<file path="config.mk">
export PLATFORM = sky130hd
export DESIGN_NAME = frame_fragmenter_with_header
export DESIGN_NICKNAME = d
export VERILOG_FILES = /design/src/sv/ffh_pkg.sv /design/src/sv/ffh_front.sv /design/src/sv/ffh_queue.sv /design/src/sv/ffh_back.sv /design/src/sv/frame_fragmenter_with_header.sv
export SDC_FILE = /design/constraint.sdc
export NUM_CORES = 1
export LEC_CHECK = 0
export ABC_AREA = 1
export BUFFER_PORTS_ARGS = -buffer_cell sky130_fd_sc_hd__buf_4
export CORE_MARGIN = 5
export CORE_UTILIZATION = 55
export DETAILED_ROUTE_END_ITERATION = 12
export PLACE_DENSITY_LB_ADDON = 0.05
export RECOVER_POWER = 50
export SLEW_MARGIN = 15
export SYNTH_ARGS = -nofsm -noshare
export SYNTH_HDL_FRONTEND = slang
export SYNTH_HIERARCHICAL = 1
export SYNTH_SLANG_ARGS = --single-unit
export TNS_END_PERCENT = 20
</file>
<file path="constraint.sdc">
create_clock -name i_clk -period 4.6 [get_ports i_clk]
set_input_delay 0.69 -clock i_clk [delete_from_list [all_inputs] [get_ports i_clk]]
set_output_delay 0.69 -clock i_clk [all_outputs]
set_load 0.02 [all_outputs]
</file>
<file path="src/sv/ffh_pkg.sv">
// ----------------------------------------------------------------------------
// ffh_pkg
// Shared types and constants for the frame fragmenter with header.
// ----------------------------------------------------------------------------
package ffh_pkg;

    localparam int unsigned MAX_LINK_MTU   = 517;
    localparam int unsigned HDR_BYTES      = 3;
    localparam int unsigned MTU_W          = 10;
    localparam int unsigned LINK_MTU_RESET = 23;
    localparam int unsigned QUEUE_DEPTH    = 4;

    // Payload byte classified by the front end, with the header it needs.
    typedef struct packed {
        logic [7:0]  data;
        logic        close;
        logic        hdr;
        logic [15:0] pkt_num;
        logic [7:0]  frag_idx;
    } t_entry;

    // Queue status seen by the front and back ends.
    typedef struct packed {
        logic full;
        logic empty;
    } t_q_status;

    // Payload limit for a given link MTU: clamp, strip header, floor of one.
    function automatic logic [MTU_W-1:0] limit_of(input logic [MTU_W-1:0] mtu);
        logic [MTU_W-1:0] eff;
        eff = mtu;
        if (MTU_W'(MAX_LINK_MTU) < mtu && MAX_LINK_MTU < (1 << MTU_W))
            eff = MTU_W'(MAX_LINK_MTU);
        if (eff <= MTU_W'(HDR_BYTES))
            return MTU_W'(1);
        return eff - MTU_W'(HDR_BYTES);
    endfunction

endpackage

</file>
<file path="src/sv/ffh_front.sv">
// ----------------------------------------------------------------------------
// ffh_front
// Accepts payload bytes, tracks packet numbering and fill, and queues each
// byte with its header information and close flag.
// ----------------------------------------------------------------------------
module ffh_front (
    input  logic                i_clk,
    input  logic                i_rst_n,
    input  logic                i_in_valid,
    output logic                o_in_stall,
    input  logic [7:0]          i_payload_byte,
    input  logic                i_frame_end,
    input  logic                i_link_mtu_we,
    input  logic [9:0]          i_link_mtu,
    input  ffh_pkg::t_q_status  i_q_status,
    output logic                o_push,
    output ffh_pkg::t_entry     o_entry
);
    import ffh_pkg::*;

    logic [MTU_W-1:0] r_limit;
    logic [15:0]      r_pkt_num;
    logic [7:0]       r_frag_idx;
    logic [MTU_W-1:0] r_bip;

    logic [MTU_W-1:0] n_bip;
    logic [15:0]      n_pkt_num;
    logic [7:0]       n_frag_idx;
    logic [MTU_W-1:0] count;
    logic             hdr;
    logic             close;
    logic             accept;

    assign o_in_stall = i_q_status.full;
    assign accept     = i_in_valid && !i_q_status.full;
    assign o_push     = accept;

    assign hdr   = (r_bip == '0);
    assign count = r_bip + MTU_W'(1);
    assign close = i_frame_end || (count >= r_limit);

    always_comb begin
        o_entry.data     = i_payload_byte;
        o_entry.close    = close;
        o_entry.hdr      = hdr;
        o_entry.pkt_num  = r_pkt_num;
        o_entry.frag_idx = r_frag_idx;

        n_bip      = close ? '0 : count;
        n_pkt_num  = hdr ? r_pkt_num + 16'd1 : r_pkt_num;
        n_frag_idx = i_frame_end ? '0 : (hdr ? r_frag_idx + 8'd1 : r_frag_idx);
    end

    always_ff @(posedge i_clk) begin
        if (!i_rst_n) begin
            r_limit    <= limit_of(MTU_W'(LINK_MTU_RESET));
            r_pkt_num  <= '0;
            r_frag_idx <= '0;
            r_bip      <= '0;
        end else begin
            if (i_link_mtu_we) begin
                r_limit <= limit_of(i_link_mtu);
            end
            if (accept) begin
                r_pkt_num  <= n_pkt_num;
                r_frag_idx <= n_frag_idx;
                r_bip      <= n_bip;
            end
        end
    end

endmodule

</file>
<file path="src/sv/ffh_queue.sv">
// ----------------------------------------------------------------------------
// ffh_queue
// Short first-in first-out queue of classified bytes between front and back.
// ----------------------------------------------------------------------------
module ffh_queue #(
    parameter int unsigned DEPTH = ffh_pkg::QUEUE_DEPTH
) (
    input  logic                i_clk,
    input  logic                i_rst_n,
    input  logic                i_push,
    input  ffh_pkg::t_entry     i_entry,
    input  logic                i_pop,
    output ffh_pkg::t_entry     o_head,
    output ffh_pkg::t_q_status  o_status
);
    import ffh_pkg::*;

    localparam int unsigned PTR_W = (DEPTH > 1) ? $clog2(DEPTH) : 1;
    localparam int unsigned CNT_W = $clog2(DEPTH + 1);

    t_entry           r_slots [DEPTH];
    logic [PTR_W-1:0] r_wr_ptr;
    logic [PTR_W-1:0] r_rd_ptr;
    logic [CNT_W-1:0] r_count;

    logic do_push;
    logic do_pop;

    assign o_status.full  = (r_count == CNT_W'(DEPTH));
    assign o_status.empty = (r_count == '0);
    assign o_head         = r_slots[r_rd_ptr];

    assign do_push = i_push && !o_status.full;
    assign do_pop  = i_pop && !o_status.empty;

    function automatic logic [PTR_W-1:0] bump(input logic [PTR_W-1:0] p);
        return (p == PTR_W'(DEPTH - 1)) ? '0 : p + PTR_W'(1);
    endfunction

    always_ff @(posedge i_clk) begin
        if (do_push) begin
            r_slots[r_wr_ptr] <= i_entry;
        end
    end

    always_ff @(posedge i_clk) begin
        if (!i_rst_n) begin
            r_wr_ptr <= '0;
            r_rd_ptr <= '0;
            r_count  <= '0;
        end else begin
            if (do_push) begin
                r_wr_ptr <= bump(r_wr_ptr);
            end
            if (do_pop) begin
                r_rd_ptr <= bump(r_rd_ptr);
            end
            if (do_push && !do_pop) begin
                r_count <= r_count + CNT_W'(1);
            end else if (do_pop && !do_push) begin
                r_count <= r_count - CNT_W'(1);
            end
        end
    end

endmodule

</file>
<file path="src/sv/ffh_back.sv">
// ----------------------------------------------------------------------------
// ffh_back
// Unrolls each queued byte into its payload byte, led by its header bytes if
// it opens a packet. Registered output; one per cycle unless stalled.
// ----------------------------------------------------------------------------
module ffh_back (
    input  logic                i_clk,
    input  logic                i_rst_n,
    input  ffh_pkg::t_entry     i_head,
    input  ffh_pkg::t_q_status  i_q_status,
    output logic                o_pop,
    output logic                o_out_valid,
    input  logic                i_out_stall,
    output logic [7:0]          o_out_byte,
    output logic                o_packet_end,
    output logic                o_run_last
);
    import ffh_pkg::*;

    localparam logic [1:0] PH_PAYLOAD = 2'(HDR_BYTES);

    logic [1:0] r_phase;
    logic       r_valid;
    logic [7:0] r_byte;
    logic       r_pend;
    logic       r_last;

    logic       load;
    logic       emit;
    logic       is_payload;
    logic [7:0] n_byte;

    assign load       = !r_valid || !i_out_stall;
    assign emit       = load && !i_q_status.empty;
    assign is_payload = !i_head.hdr || (r_phase == PH_PAYLOAD);
    assign o_pop      = emit && is_payload;

    always_comb begin
        if (is_payload) begin
            n_byte = i_head.data;
        end else begin
            unique case (r_phase)
                2'd0:    n_byte = i_head.pkt_num[7:0];
                2'd1:    n_byte = i_head.pkt_num[15:8];
                default: n_byte = i_head.frag_idx;
            endcase
        end
    end

    always_ff @(posedge i_clk) begin
        if (!i_rst_n) begin
            r_phase <= '0;
            r_valid <= 1'b0;
        end else begin
            if (load) begin
                r_valid <= emit;
            end
            if (emit) begin
                r_phase <= is_payload ? '0 : r_phase + 2'd1;
            end
        end
    end

    always_ff @(posedge i_clk) begin
        if (emit) begin
            r_byte <= n_byte;
            r_pend <= is_payload && i_head.close;
            r_last <= is_payload;
        end
    end

    assign o_out_valid  = r_valid;
    assign o_out_byte   = r_byte;
    assign o_packet_end = r_pend;
    assign o_run_last   = r_last;

endmodule

</file>
<file path="src/sv/frame_fragmenter_with_header.sv">
// ----------------------------------------------------------------------------
// frame_fragmenter_with_header
// Cuts a frame byte stream into packets, each led by a 3-byte sequence header.
// ----------------------------------------------------------------------------
// Input bytes go one per cycle, while there is room, into a short queue; the
// output side sends one byte per cycle unless stalled, so a byte that opens a
// packet occupies the output for packet number low, high, fragment index and
// payload, and any other byte for its payload only. The output stage is the
// throughput limit: a packet of N payload bytes gives N+3 output bytes. Input
// stalls only when the queue of QUEUE_DEPTH bytes is full.
// ----------------------------------------------------------------------------
module frame_fragmenter_with_header #(
    parameter int unsigned QUEUE_DEPTH = ffh_pkg::QUEUE_DEPTH
) (
    input  logic       i_clk,
    input  logic       i_rst_n,
    input  logic       i_in_valid,
    output logic       o_in_stall,
    input  logic [7:0] i_payload_byte,
    input  logic       i_frame_end,
    output logic       o_out_valid,
    input  logic       i_out_stall,
    output logic [7:0] o_out_byte,
    output logic       o_packet_end,
    output logic       o_run_last,
    input  logic       i_link_mtu_we,
    input  logic [9:0] i_link_mtu
);
    import ffh_pkg::*;

    t_entry    push_entry;
    t_entry    head;
    t_q_status q_status;
    logic      push;
    logic      pop;

    ffh_front u_front (
        .i_clk          (i_clk),
        .i_rst_n        (i_rst_n),
        .i_in_valid     (i_in_valid),
        .o_in_stall     (o_in_stall),
        .i_payload_byte (i_payload_byte),
        .i_frame_end    (i_frame_end),
        .i_link_mtu_we  (i_link_mtu_we),
        .i_link_mtu     (i_link_mtu),
        .i_q_status     (q_status),
        .o_push         (push),
        .o_entry        (push_entry)
    );

    ffh_queue #(
        .DEPTH (QUEUE_DEPTH)
    ) u_queue (
        .i_clk    (i_clk),
        .i_rst_n  (i_rst_n),
        .i_push   (push),
        .i_entry  (push_entry),
        .i_pop    (pop),
        .o_head   (head),
        .o_status (q_status)
    );

    ffh_back u_back (
        .i_clk        (i_clk),
        .i_rst_n      (i_rst_n),
        .i_head       (head),
        .i_q_status   (q_status),
        .o_pop        (pop),
        .o_out_valid  (o_out_valid),
        .i_out_stall  (i_out_stall),
        .o_out_byte   (o_out_byte),
        .o_packet_end (o_packet_end),
        .o_run_last   (o_run_last)
    );

endmodule

</file>
After elaboration in Yosys (flattened, before gate mapping) --
Memory sizes are Yosys's and may differ from the RTL's. A register that Yosys moved wholly into a read port is not among the register bits. Index checks and enable logic that the tools add are counted.
Word-level totals: word-level logic and storage cells 77, memories kept 1, output and inout port bits 12, latch bits 0, register bits after elaboration 64, bits of input ports 24, RAM bits 136, ROM bits 0
Cells by class: muxes and demuxes 22, multipliers 0, shift-type cells 0, $lt $le $gt $ge 3, divide/modulo/power cells 0, bitwise gates (word level) 0, reductions and logical operators 25, $add $sub $neg 9, eq/ne operators 5
Memories:
- u_queue.r_slots | words 4, bits a word 34, rd ports 1, clocked after memory_dff 1, write ports 1, line ffh_queue.sv:21 | t_entry r_slots [DEPTH];
Operator list (count):
- 2-to-1 mux 10 bit | 6
- 2-to-1 mux 8 bit | 3
- adder 16 x 1 -> 16 bit, second input constant | 1
- case mux 8 bit (2 select lines) | 1
- adder 10 x 1 -> 10 bit, second input constant | 1
- greater-or-equal comparator 10 bit | 1
- less-or-equal comparator 10 x 2 -> 1 bit, second input constant | 1
- zero test 10 bit | 1
- less-than comparator 10 bit, first input constant | 1
- 2-to-1 mux 2 bit | 5
- subtractor 10 x 2 -> 10 bit, second input constant | 1
- adder 8 x 1 -> 8 bit, second input constant | 1
- logical AND 1 bit | 8
- zero test 1 bit | 7
- adder 2 x 1 -> 2 bit, second input constant | 3
- == test 2 bit, second input constant | 3
- 2-to-1 mux 3 bit | 2
- 2-to-1 mux 1 bit | 5
- AND reduction 2 bit | 2
- nonzero test 2 bit | 2
- adder 3 x 1 -> 3 bit, second input constant | 1
- == test 3 bit, second input constant | 1
- zero test 3 bit | 1
- logical OR 1 bit | 3
- 3 further kinds | 3

Depth between registers and ports, before layout --
Gate-level depths: netlist (run 1).
word-level depth 9, gate-level depth with buffers 20, depth with buffers taken out 17

Hierarchy --
The synthesis (run 1) kept the hierarchy.
By module, submodules not included:
- ffh_queue | cells an instance 401, seq. area each 4264.1 um^2, area an instance 5745.5 um^2, instances 1
- ffh_front | cells an instance 436, seq. area each 880.8 um^2, area an instance 2955.3 um^2, instances 1
- ffh_back | cells an instance 113, seq. area each 360.3 um^2, area an instance 809.5 um^2, instances 1

Worst setup path after synthesis (run 1) --
No wires, ideal clock.
path type input-to-reg, start input port i_in_valid, end memory u_queue/r_slots[0][0] (netlist bit) (enable), arrival time 2.873 ns, path buffers 1, cell stages on the path 5, data required time 4.175 ns, library setup time 0.425 ns, setup slack 1.302 ns, cells stage by stage nand2_1 inv_1 clkbuf_1 nand2_1 nor2_1
On the way: cells in the longest elaborated chain, start to end 4
RTL lines:
- from (decl) | line frame_fragmenter_with_header.sv:17 | input logic i_in_valid,
- logical AND 1 bit | line ffh_front.sv:35 | assign accept = i_in_valid && !i_q_status.full;
- via push | line frame_fragmenter_with_header.sv:34 | logic push;
- logical AND 1 bit | line ffh_queue.sv:33 | assign do_push = i_push && !o_status.full;
- 2-to-1 mux 1 bit | line ffh_queue.sv:41 | if (do_push) begin
- 2-to-1 mux 1 bit (not written as such) | line ffh_queue.sv:42 | r_slots[r_wr_ptr] <= i_entry;
- to (decl) | line ffh_queue.sv:21
The timed path passes the listed nets, and every way through them passes these cells.

==> flow_metrics.py, run 1 <==
metrics = {
    "route": {
        "viasPerCell": 5.48,
        "wl_per_cell_um": 16.9,
        "first_pass_iters": 5,
        "wl_um": 20500,
        "drc": 0,
        "vias": 6623,
        "drt_iter0_markers": 524,
        "ant_nets": 0,
    },
    "clock_network": {
        "ctsHoldBuffers": 0,
        "cts_tree": "done",
        "worstSkewPairLatency_ns": 0.49,
        "cts_root_buffer": "clkbuf_16",
        "cts_buffer_depth": 3,
        "postCtsSetupRepairBufs": 0,
        "cts_buffers": 21,
        "htree_levels": 1,
        "cts.repair.resized": 0,
        "clk_pin_slew_ns": 0.06,
        "cts.sinks": 202,
    },
    "finish": {
        "seq_area_um2": 5510,
        "antennaDiodeCount": 0,
        "drive_gt1_share_pct": 11.8,
        "multi_input_area_um2": 3260,
        "areaGrowthSynthToFinish_pct": 9.43,
        "n_fill_cell": 1442,
        "fin_nets": 1019,
        "fin_util_pct": 60.8,
        "final_common_cell": "nand2_1",
        "mostFrequentLayoutCells": "nand2_1 (180), edfxtp_1 (146), nor2_1 (102)",
    },
    "floorplan": {
        "dieHeight_um": 141,
        "core_area_um2": 17100,
        "die_x_um": 141,
        "start_util_pct": 55.6,
        "die-area_um2": 20000,
        "rows": 48,
        "ios": 36,
    },
    "sta": {
        "worst_pin_slew_ns": 1.10,
        "grt_setup_unrepaired": "false",
        "setup_violations": 0,
        "fin_crit_ns": 3.62,
        "skew_ns": 0.00738,
        "fmax_ghz": 0.276,
        "hold_viol": 0,
        "relSlewSlack_pct": 26.4,
        "slew_viol_final": 0,
        "finalCritPeriodShare_pct": 78.7,
        "setup_tns_ns": 0,
    },
    "yosys": {
        "synth.ff_latch_count": 202,
        "synth_nets": 999,
        "seq_area_frac_synth_pct": 57.9,
        "synth_top_area_share_pct": 46.1,
        "synth_area_um2": 9510,
        "avgSynthCellArea_um2": 10.0,
        "synth_ff_type": "edfxtp_1",
        "synth_edf_count": 146,
        "yosysTopAreaCell": "edfxtp_1",
        "synth_cell_types": 50,
        "synth_warnings": 6,
        "synthTopCellsByArea": "edfxtp_1 (46%), dfxtp_1 (12%), nand2_1 (6.9%)",
        "synthCells": 950,
        "ys_async_sr_fraction_pct": 0,
    },
    "critical_path": {
        "critical_path_class": "reg2reg",
        "critPathMaxFanout": 68,
        "r2r_cells": 15,
        "worst_setup_path_end_kind": "flip-flop",
        "cp_data_required_time_ns": 5.02,
        "cp-start-kind": "flip-flop",
        "crit_arrival_ns": 4.04,
    },
    "global_route": {
        "grt_max_degree": 69,
        "grt-ovfl-total": 0,
        "grt_pass1_wl_um": 33600,
        "antenna_found_initial": 0,
        "grt.total_usage_pct": 20.6,
        "first_global_vias": 6743,
    },
    "min_path": {
        "hold_path_class": "in2reg",
        "hold-path-cell-count": 1,
    },
    "power_and_ir_drop": {
        "p_leak_nw": 4.03,
        "p_per_area_nw_per_um2": 564,
        "vdd_drop_max_mv": 0.348,
    },
    "outcome": {
        "status": "finished, final reports clean",
    },
    "job": {
        "cap_violations": 0,
    },
    "placement": {
        "gp_congestion": 0.898,
        "dp_hpwl_um": 13400,
        "portBuffers": 35,
    },
}
## cells by family (layout without fill, tap and decap cells)
group | count (synthesis) | count (layout) | synth area share [%]
buf+inv | 151 | 185 | 7.79
compound gates | 170 | 170 | 11.1
simple gates | 382 | 382 | 18.0
xor+xnor | 20 | 20 | 1.84
fa+ha+maj | 25 | 25 | 3.37
flops | 202 | 202 | 57.9
## critical path: stages, from the launching register on
cell and delay [ns]:
dfxtp_1 0.40, buf_4 0.57, o21ai_0 0.23, o22ai_2 0.17, inv_1 0.06, nor2_1 0.72, nor2_1 0.15, nand2_1 0.20
ha_1 0.20, inv_1 0.07, fa_1 0.38, nand2_1 0.10, nand3_1 0.08, nand2_1 0.07, inv_1 0.04, nor2_1 0.10
## sequential cells by signal, summed over array words and instances (netlist names), named ones only
name                 flops
u_queue/r_wr_ptr         2
u_back/o_run_last        1
u_back/o_out_byte        8
u_front/r_bip           10
u_front/r_frag_idx       8
u_queue/r_rd_ptr         2
u_front/r_pkt_num       16
u_queue/r_slots        136
u_queue/r_count          3
u_back/o_out_valid       1
u_back/r_phase           2
u_front/r_limit         10
u_back/o_packet_end      1
## path summary, 6_finish.rpt
path | startpoint | end | slack (ns)
setup / recovery | flip-flop | u_queue/r_count[2]$_SDFFE_PN0P_ | 0.98
hold / removal | i_payload_byte[4] | u_queue/r_slots[0][30]$_DFFE_PP_ | 0.47
setup reg to reg | flip-flop | u_queue/r_count[2]$_SDFFE_PN0P_ | 0.98
hold reg to reg | u_front/r_limit[7]$_SDFFE_PN0P_ | u_front/r_limit[7]$_SDFFE_PN0P_ | 0.47
## stage by stage
stage	std cells	power (W)	instance area, um^2	hold slack [ns]	setup WS (ns)
CTS	1209	0.00598	10500	0.384	1.34
global placement	1172	0.00417	9800	0.461	1.35
finish	1209	0.00587	10400	0.469	0.980
floorplan	950	0.00379	9510	0.443	1.30
global route	1209	0.00624	10400	0.477	0.717
detailed placement	1172	0.00422	9800	0.460	1.29
## layout make-up
class | count | share of cell area [%]
Inverter | 107 | 3.91
Tap cell | 225 | 2.70
Clock buffer | 27 | 5.65
Multi-Input combinational cell | 597 | 31.4
Timing Repair Buffer | 41 | 2.20
Clock inverter | 10 | 1.27
Sequential cell | 202 | 52.9
## cells in the mapped netlist (all sizes together), types with 2 or more instances
library cell    n
o211ai          3
and3            2
ha             24
o21ai          83
nand3b          2
xor2           15
a21oi          42
nand3          27
buf            37
inv           105
o22ai          34
nor3            8
nor3b           2
nand2         184
clkbuf          7
nor4            6
xnor2           5
a211oi          2
clkinv          2
edfxtp        146
dfxtp          56
nand4          21
nor2          130
## report_power, final
group | total, W | internal [W] | switching (W)
logic | 0.00173 | 0.000511 | 0.00122
registers | 0.00240 | 0.00229 | 0.000103
clock network | 0.00174 | 0.00107 | 0.000672
total | 0.00587 | 0.00388 | 0.00199
## layer usage
metal  share of wire, %  wire length, um  track usage, %  vias up
met5                  0                0               0        -
met4                1.8              370            5.76        0
met3                4.7              969            3.03       30
met2                 50            10300            36.3      156
met1                 43             8870            26.7     3181
li1                   -                -               -     3256
No activity file was read; power rests on OpenSTA's default activity.
==> run 2, diff against run 1 <==
--- a/config.mk
+++ b/config.mk
@@ -5,7 +5,7 @@
 export SDC_FILE = /design/constraint.sdc
 export NUM_CORES = 1
 export LEC_CHECK = 0
-export ABC_AREA = 1
+export ABC_AREA = 0
 export BUFFER_PORTS_ARGS = -buffer_cell sky130_fd_sc_hd__buf_4
 export CORE_MARGIN = 5
 export CORE_UTILIZATION = 55
==> constraint.sdc (replaced) <==
create_clock -name i_clk -period 3 [get_ports i_clk]
set_input_delay 0.45 -clock i_clk [delete_from_list [all_inputs] [get_ports i_clk]]
set_output_delay 0.45 -clock i_clk [all_outputs]
set_load 0.02 [all_outputs]
==> run 2 against run 1 <==
Sequential share of layout area increased by 2.9 points. First-iteration DRC count decreased by 44%. Flip-flop and latch count stayed put. Combinational power barely moved. Critical path type unchanged. Count of clock-buffer cells in the layout up 2.
==> flow_metrics.py, run 2 <==
metrics = {
    "finish": {
        "fin_nets": 716,
        "top_register": "u_queue/r_slots",
        "n_fill_cell": 1269,
        "drive_gt1_share_pct": 17.7,
        "mostFrequentLayoutCells": "edfxtp_1 (146), dfxtp_1 (53), nand2_1 (52)",
        "largest_reg_flops": 136,
        "reg_top3": "u_queue/r_slots x136, u_front/r_pkt_num x16",
        "areaGrowthSynthToFinish_pct": 10.9,
        "antennaDiodeCount": 0,
        "final_common_cell": "edfxtp_1",
        "design_area_um2": 9870,
    },
    "placement": {
        "portBuffers": 35,
        "gp_congestion": 0.847,
        "dp_hpwl_um": 11100,
        "dpl_cell_area_um2": 9310,
        "post-place-ws_ns": 0.114,
    },
    "clock_network": {
        "cts.sinks": 202,
        "cts_tree": "done",
        "htree_levels": 1,
        "ctsHoldBuffers": 0,
        "clk_pin_slew_ns": 0.06,
        "worstSkewPairLatency_ns": 0.49,
        "cts_root_buffer": "clkbuf_16",
        "cts_buffers": 21,
        "cts_buffer_depth": 3,
    },
    "yosys": {
        "synthMuxAreaShare_pct": 9.12,
        "yosys.area_share.simple_pct": 10.8,
        "ys_async_sr_fraction_pct": 0,
        "synth_adder_area_share_pct": 3.60,
        "synthTopCellsByArea": "edfxtp_1 (49%), dfxtp_1 (13%), mux4_2 (7.6%)",
        "synthCells": 629,
        "synth_warnings": 6,
        "synth.ff_latch_count": 202,
        "synth-xor-area-share_pct": 3.05,
        "synth.most_common_cell": "edfxtp_1",
        "seq_area_frac_synth_pct": 61.9,
        "synth_edf_count": 146,
        "synth_top_family_by_area": "simple AND/OR/NAND/NOR gates",
        "synth_nets": 678,
        "synth_cell_types": 66,
        "synth_ff_type": "edfxtp_1",
        "synth_top_area_share_pct": 49.3,
        "synth_area_um2": 8890,
        "synth_commonest_cells": "edfxtp_1 (146), dfxtp_1 (56), nand2_1 (53)",
        "avgSynthCellArea_um2": 14.1,
        "yosysTopAreaCell": "edfxtp_1",
        "synth-compound-area-share_pct": 7.17,
    },
    "min_path": {
        "hold_path_class": "in2reg",
    },
    "sta": {
        "fmax_ghz": 0.360,
        "hold_viol": 0,
        "setup_violations": 0,
        "relSlewSlack_pct": 32.0,
        "fin_crit_ns": 2.78,
        "setup_tns_ns": 0,
        "slew_viol_final": 0,
        "worst_pin_slew_ns": 1.02,
        "skew_ns": 0.0130,
        "finalCritPeriodShare_pct": 92.7,
        "grt_setup_unrepaired": "true",
        "fin_ws_ns": 0.218,
        "fin_hold_ws_ns": 0.225,
    },
    "floorplan": {
        "rows": 46,
        "ios": 36,
        "die_x_um": 137,
        "core_area_um2": 15900,
        "start_util_pct": 56.0,
        "dieHeight_um": 137,
        "die-area_um2": 18800,
    },
    "power_and_ir_drop": {
        "vdd_drop_max_mv": 0.486,
        "p_per_area_nw_per_um2": 793,
        "p_leak_nw": 3.33,
        "totalPowerFinal_w": 0.00782,
    },
    "route": {
        "first_pass_iters": 5,
        "viasPerCell": 5.76,
        "vias": 5171,
        "wl_um": 16800,
        "wl_per_cell_um": 18.7,
        "drt_iter0_markers": 291,
        "ant_nets": 0,
        "drc": 0,
    },
    "critical_path": {
        "cp_data_required_time_ns": 3.36,
        "critical_path_class": "reg2reg",
        "critPathMaxFanout": 6,
        "worst_setup_path_end_kind": "flip-flop",
        "cp-start-kind": "flip-flop",
        "crit_arrival_ns": 3.14,
    },
    "outcome": {
        "status": "finished, final reports clean",
    },
    "global_route": {
        "antenna_found_initial": 0,
        "grt.total_usage_pct": 18.7,
        "first_global_vias": 5330,
        "grt_max_degree": 34,
        "grt-ovfl-total": 0,
        "grt_pass1_wl_um": 27500,
    },
    "job": {
        "cap_violations": 0,
    },
}
run 2: cell type report:
| class | instances | area (um^2) | share of cell area (%) |
|---|---|---|---|
| inverters | 31 | 118 | 1.19 |
| multi-input cells | 359 | 2990 | 30.3 |
| clock inverters | 9 | 78.8 | 0.799 |
| flip-flops and latches | 202 | 5510 | 55.8 |
| clock buffers | 29 | 586 | 5.93 |
| well taps | 216 | 270 | 2.74 |
| repair buffers | 52 | 318 | 3.22 |
run 2: per-layer routing:
metal	vias up	share of wire (%)	track usage, %
met5	-	0	0
li1	2454	-	-
met1	2580	45	25.5
met4	0	1.8	4.71
met2	109	50	32.3
met3	28	3.4	2.26
run 2: cells by family after synthesis:
| logic type | count (synthesis) |
|---|---|
| flops | 202 |
| buf+inv | 68 |
| fa+ha+maj | 25 |
| mux | 37 |
| simple gates | 178 |
| compound gates | 88 |
| xor+xnor | 31 |
run 2: worst max-delay path, stage by stage, from the launching register on:
cell and delay (ns):
dfxtp_1 0.34, buf_4 0.14, and4_1 0.22, nand2_1 0.13
nor3_1 0.25, xnor2_1 0.17, inv_1 0.06, ha_1 0.29
nand4_1 0.11, o41a_1 0.54, a41oi_1 0.28, o22ai_1 0.11
run 2: repair_timing:
item,CTS,global route
endpoints found under the hold margin,0,0
resized for setup,0,4
setup endpoints to repair,0,10
setup buffers,0,0
run 2: metrics by stage:
stage          utilization, %  instances
2_1_floorplan               -        629
3_3_place_gp             58.6        860
3_5_place_dp             58.6        860
4_1_cts                  62.8        898
5_1_grt                  62.1        898
6_report                 62.1        898
run 2: final timing paths:
kind / from / to / slack (ns) / cells after the start
worst max register to register: u_front/r_bip[0]$_SDFFE_PN0P_ / u_front/r_bip[4]$_SDFFE_PN0P_ / 0.22 / 11
worst min register to register: u_front/r_limit[5]$_SDFFE_PN0P_ / u_front/r_limit[5]$_SDFFE_PN0P_ / 0.46 / 2
worst max-delay path: u_front/r_bip[0]$_SDFFE_PN0P_ / u_front/r_bip[4]$_SDFFE_PN0P_ / 0.22 / 11
worst min-delay path: i_payload_byte[5] / u_queue/r_slots[0][31]$_DFFE_PP_ / 0.23 / 1
run 2: power by group:
group          leakage (nW)  total, W  switching, W  internal (W)
combinational          1.19   0.00175       0.00106      0.000689
clock                 0.325   0.00246       0.00100       0.00146
sequential             1.81   0.00361      0.000142       0.00347
==> run 3, diff against run 2 <==
--- a/config.mk
+++ b/config.mk
@@ -9,7 +9,9 @@
 export BUFFER_PORTS_ARGS = -buffer_cell sky130_fd_sc_hd__buf_4
 export CORE_MARGIN = 5
 export CORE_UTILIZATION = 55
+export CTS_CLUSTER_DIAMETER = 50
 export DETAILED_ROUTE_END_ITERATION = 12
+export GPL_TIMING_DRIVEN = 0
 export PLACE_DENSITY_LB_ADDON = 0.05
 export RECOVER_POWER = 50
 export SLEW_MARGIN = 15
==> run 3 against run 2 <==
Flip-flop and latch count is the same. Utilization grew 2.2 points. Die area is the same. Fmax shrank 2.4%. Power grew 6.8%. Global-route usage grew 0.44 points. Routed wire length grew 4.0%. Sequential share of layout area shrank 1.9 points. Critical endpoint is now u_queue/r_count[2]$_SDFFE_PN0P_. Largest cell class unchanged. Largest power group unchanged.
==> flow_metrics.py, run 3 (synthesized netlist as in run 2, its figures left out) <==
metrics = {
    "clock_network": {
        "clk_pin_slew_ns": 0.06,
        "worstSkewPairLatency_ns": 0.50,
        "cts_buffer_depth": 3,
        "cts_root_buffer": "clkbuf_16",
        "htree_levels": 1,
        "cts_tree": "done",
        "ctsHoldBuffers": 0,
        "cts.sinks": 202,
        "postCtsSetupRepairBufs": 0,
        "cts_buffers": 24,
    },
    "floorplan": {
        "rows": 46,
        "dieHeight_um": 137,
        "die_x_um": 137,
        "ios": 36,
        "core_area_um2": 15900,
        "start_util_pct": 56.0,
        "die-area_um2": 18800,
    },
    "sta": {
        "setup_violations": 0,
        "grt_setup_unrepaired": "false",
        "hold_viol": 0,
        "fmax_ghz": 0.351,
        "worst_pin_slew_ns": 0.578,
        "slew_viol_final": 0,
        "fin_ws_ns": 0.151,
        "fin_crit_ns": 2.85,
        "skew_ns": 0.00837,
        "relSlewSlack_pct": 61.5,
        "finalCritPeriodShare_pct": 95.0,
    },
    "power_and_ir_drop": {
        "vdd_drop_max_mv": 0.389,
        "totalPowerFinal_w": 0.00835,
        "p_leak_nw": 3.49,
        "p_per_area_nw_per_um2": 818,
    },
    "global_route": {
        "grt-ovfl-total": 0,
        "antenna_found_initial": 0,
        "grt_max_degree": 27,
        "grt.total_usage_pct": 19.2,
        "grt_pass1_wl_um": 27900,
        "first_global_vias": 5329,
    },
    "finish": {
        "reg_top3": "u_queue/r_slots x136, u_front/r_pkt_num x16",
        "drive_gt1_share_pct": 21.2,
        "n_fill_cell": 1210,
        "final_common_cell": "edfxtp_1",
        "largest_reg_flops": 136,
        "mostFrequentLayoutCells": "edfxtp_1 (146), nand2_1 (53), dfxtp_1 (50)",
        "top_register": "u_queue/r_slots",
        "antennaDiodeCount": 0,
        "fin_nets": 734,
        "areaGrowthSynthToFinish_pct": 14.8,
    },
    "critical_path": {
        "worst_setup_path_end_kind": "flip-flop",
        "crit_path_end": "u_queue/r_count[2]$_SDFFE_PN0P_",
        "cp-start-kind": "flip-flop",
        "critical_path_class": "reg2reg",
        "critPathMaxFanout": 10,
        "crit_arrival_ns": 3.27,
        "r2r_slack_ns": 0.15,
        "reg2reg_to": "u_queue/r_count[2]$_SDFFE_PN0P_",
        "cp_data_required_time_ns": 3.42,
        "r2r_cells": 13,
    },
    "route": {
        "first_pass_iters": 4,
        "viasPerCell": 5.72,
        "vias": 5255,
        "drc": 0,
        "drt_iter0_markers": 254,
        "wl_um": 17400,
        "ant_nets": 0,
        "wl_per_cell_um": 19.0,
    },
    "min_path": {
        "hold-path-cell-count": 1,
        "hold_path_class": "in2reg",
    },
    "job": {
        "cap_violations": 0,
    },
    "placement": {
        "gp_congestion": 0.851,
        "dp_hpwl_um": 11900,
        "post-place-ws_ns": -0.398,
        "portBuffers": 27,
    },
    "outcome": {
        "status": "finished, final reports clean",
    },
}
[run 3: metrics by stage]
stage	hold WS [ns]	area (um^2)	util, %	std cells	TNS, ns
2_1_floorplan	0.425	8890	-	629	0
3_3_place_gp	0.453	9370	59.0	872	-74.80
3_5_place_dp	0.446	9450	59.5	876	-1.04
4_1_cts	0.126	10300	64.7	919	-0.0151
5_1_grt	0.226	10200	64.3	919	0
6_report	0.204	10200	64.3	919	0
[run 3: how the worst min path moves through the flow]
stage,slack [ns],from,to
floorplan,0.43,u_front/r_limit[6]$_SDFFE_PN0P_,u_front/r_limit[6]$_SDFFE_PN0P_
global placement,0.45,u_front/r_limit[5]$_SDFFE_PN0P_,u_front/r_limit[5]$_SDFFE_PN0P_
detailed placement,0.45,u_front/r_limit[6]$_SDFFE_PN0P_,u_front/r_limit[6]$_SDFFE_PN0P_
CTS,0.13,i_payload_byte[4],u_queue/r_slots[2][30]$_DFFE_PP_
global route,0.23,i_out_stall,u_back/o_out_valid$_SDFFE_PN0P_
finish,0.20,i_payload_byte[4],u_queue/r_slots[3][30]$_DFFE_PP_
[run 3: timing repair]
item	CTS	global route
setup endpoints to repair	10	10
pin swaps	0	2
resized for setup	6	16
endpoints found under the hold margin	0	0
[run 3: worst max-delay path: stages (launching register included)]
cell	delay (ns)
dfxtp_1	0.32
buf_8	0.15
buf_12	0.16
mux4_2	0.36
nand2b_4	0.07
buf_6	0.15
and2_4	0.17
o31ai_4	0.08
ha_2	0.25
inv_1	0.06
fa_1	0.38
xor2_1	0.16
or3_1	0.29
a21boi_0	0.16
[run 3: layout make-up]
| class | count | area, um^2 | area share (%) |
|---|---|---|---|
| Sequential cell | 202 | 5510 | 54.0 |
| Multi-Input combinational cell | 359 | 3020 | 29.6 |
| Clock buffer | 32 | 682 | 6.68 |
| Tap cell | 216 | 270 | 2.65 |
| Buffer | 36 | 241 | 2.36 |
| Timing Repair Buffer | 31 | 234 | 2.29 |
| Clock inverter | 12 | 133 | 1.30 |
| Inverter | 31 | 118 | 1.15 |
[run 3: metal layers]
metal	GRT usage [%]	up-vias	part of all wire [%]
li1	-	2490	-
met1	24.8	2628	41
met2	33.7	110	52
met3	3.40	27	4.6
met4	4.82	0	1.7
met5	0	-	0
[run 3: power by group]
group | switching [W] | total, W | internal [W]
Clock | 0.00109 | 0.00288 | 0.00179
Sequential | 0.000165 | 0.00364 | 0.00347
Combinational | 0.00105 | 0.00183 | 0.000785
Total | 0.00230 | 0.00835 | 0.00605
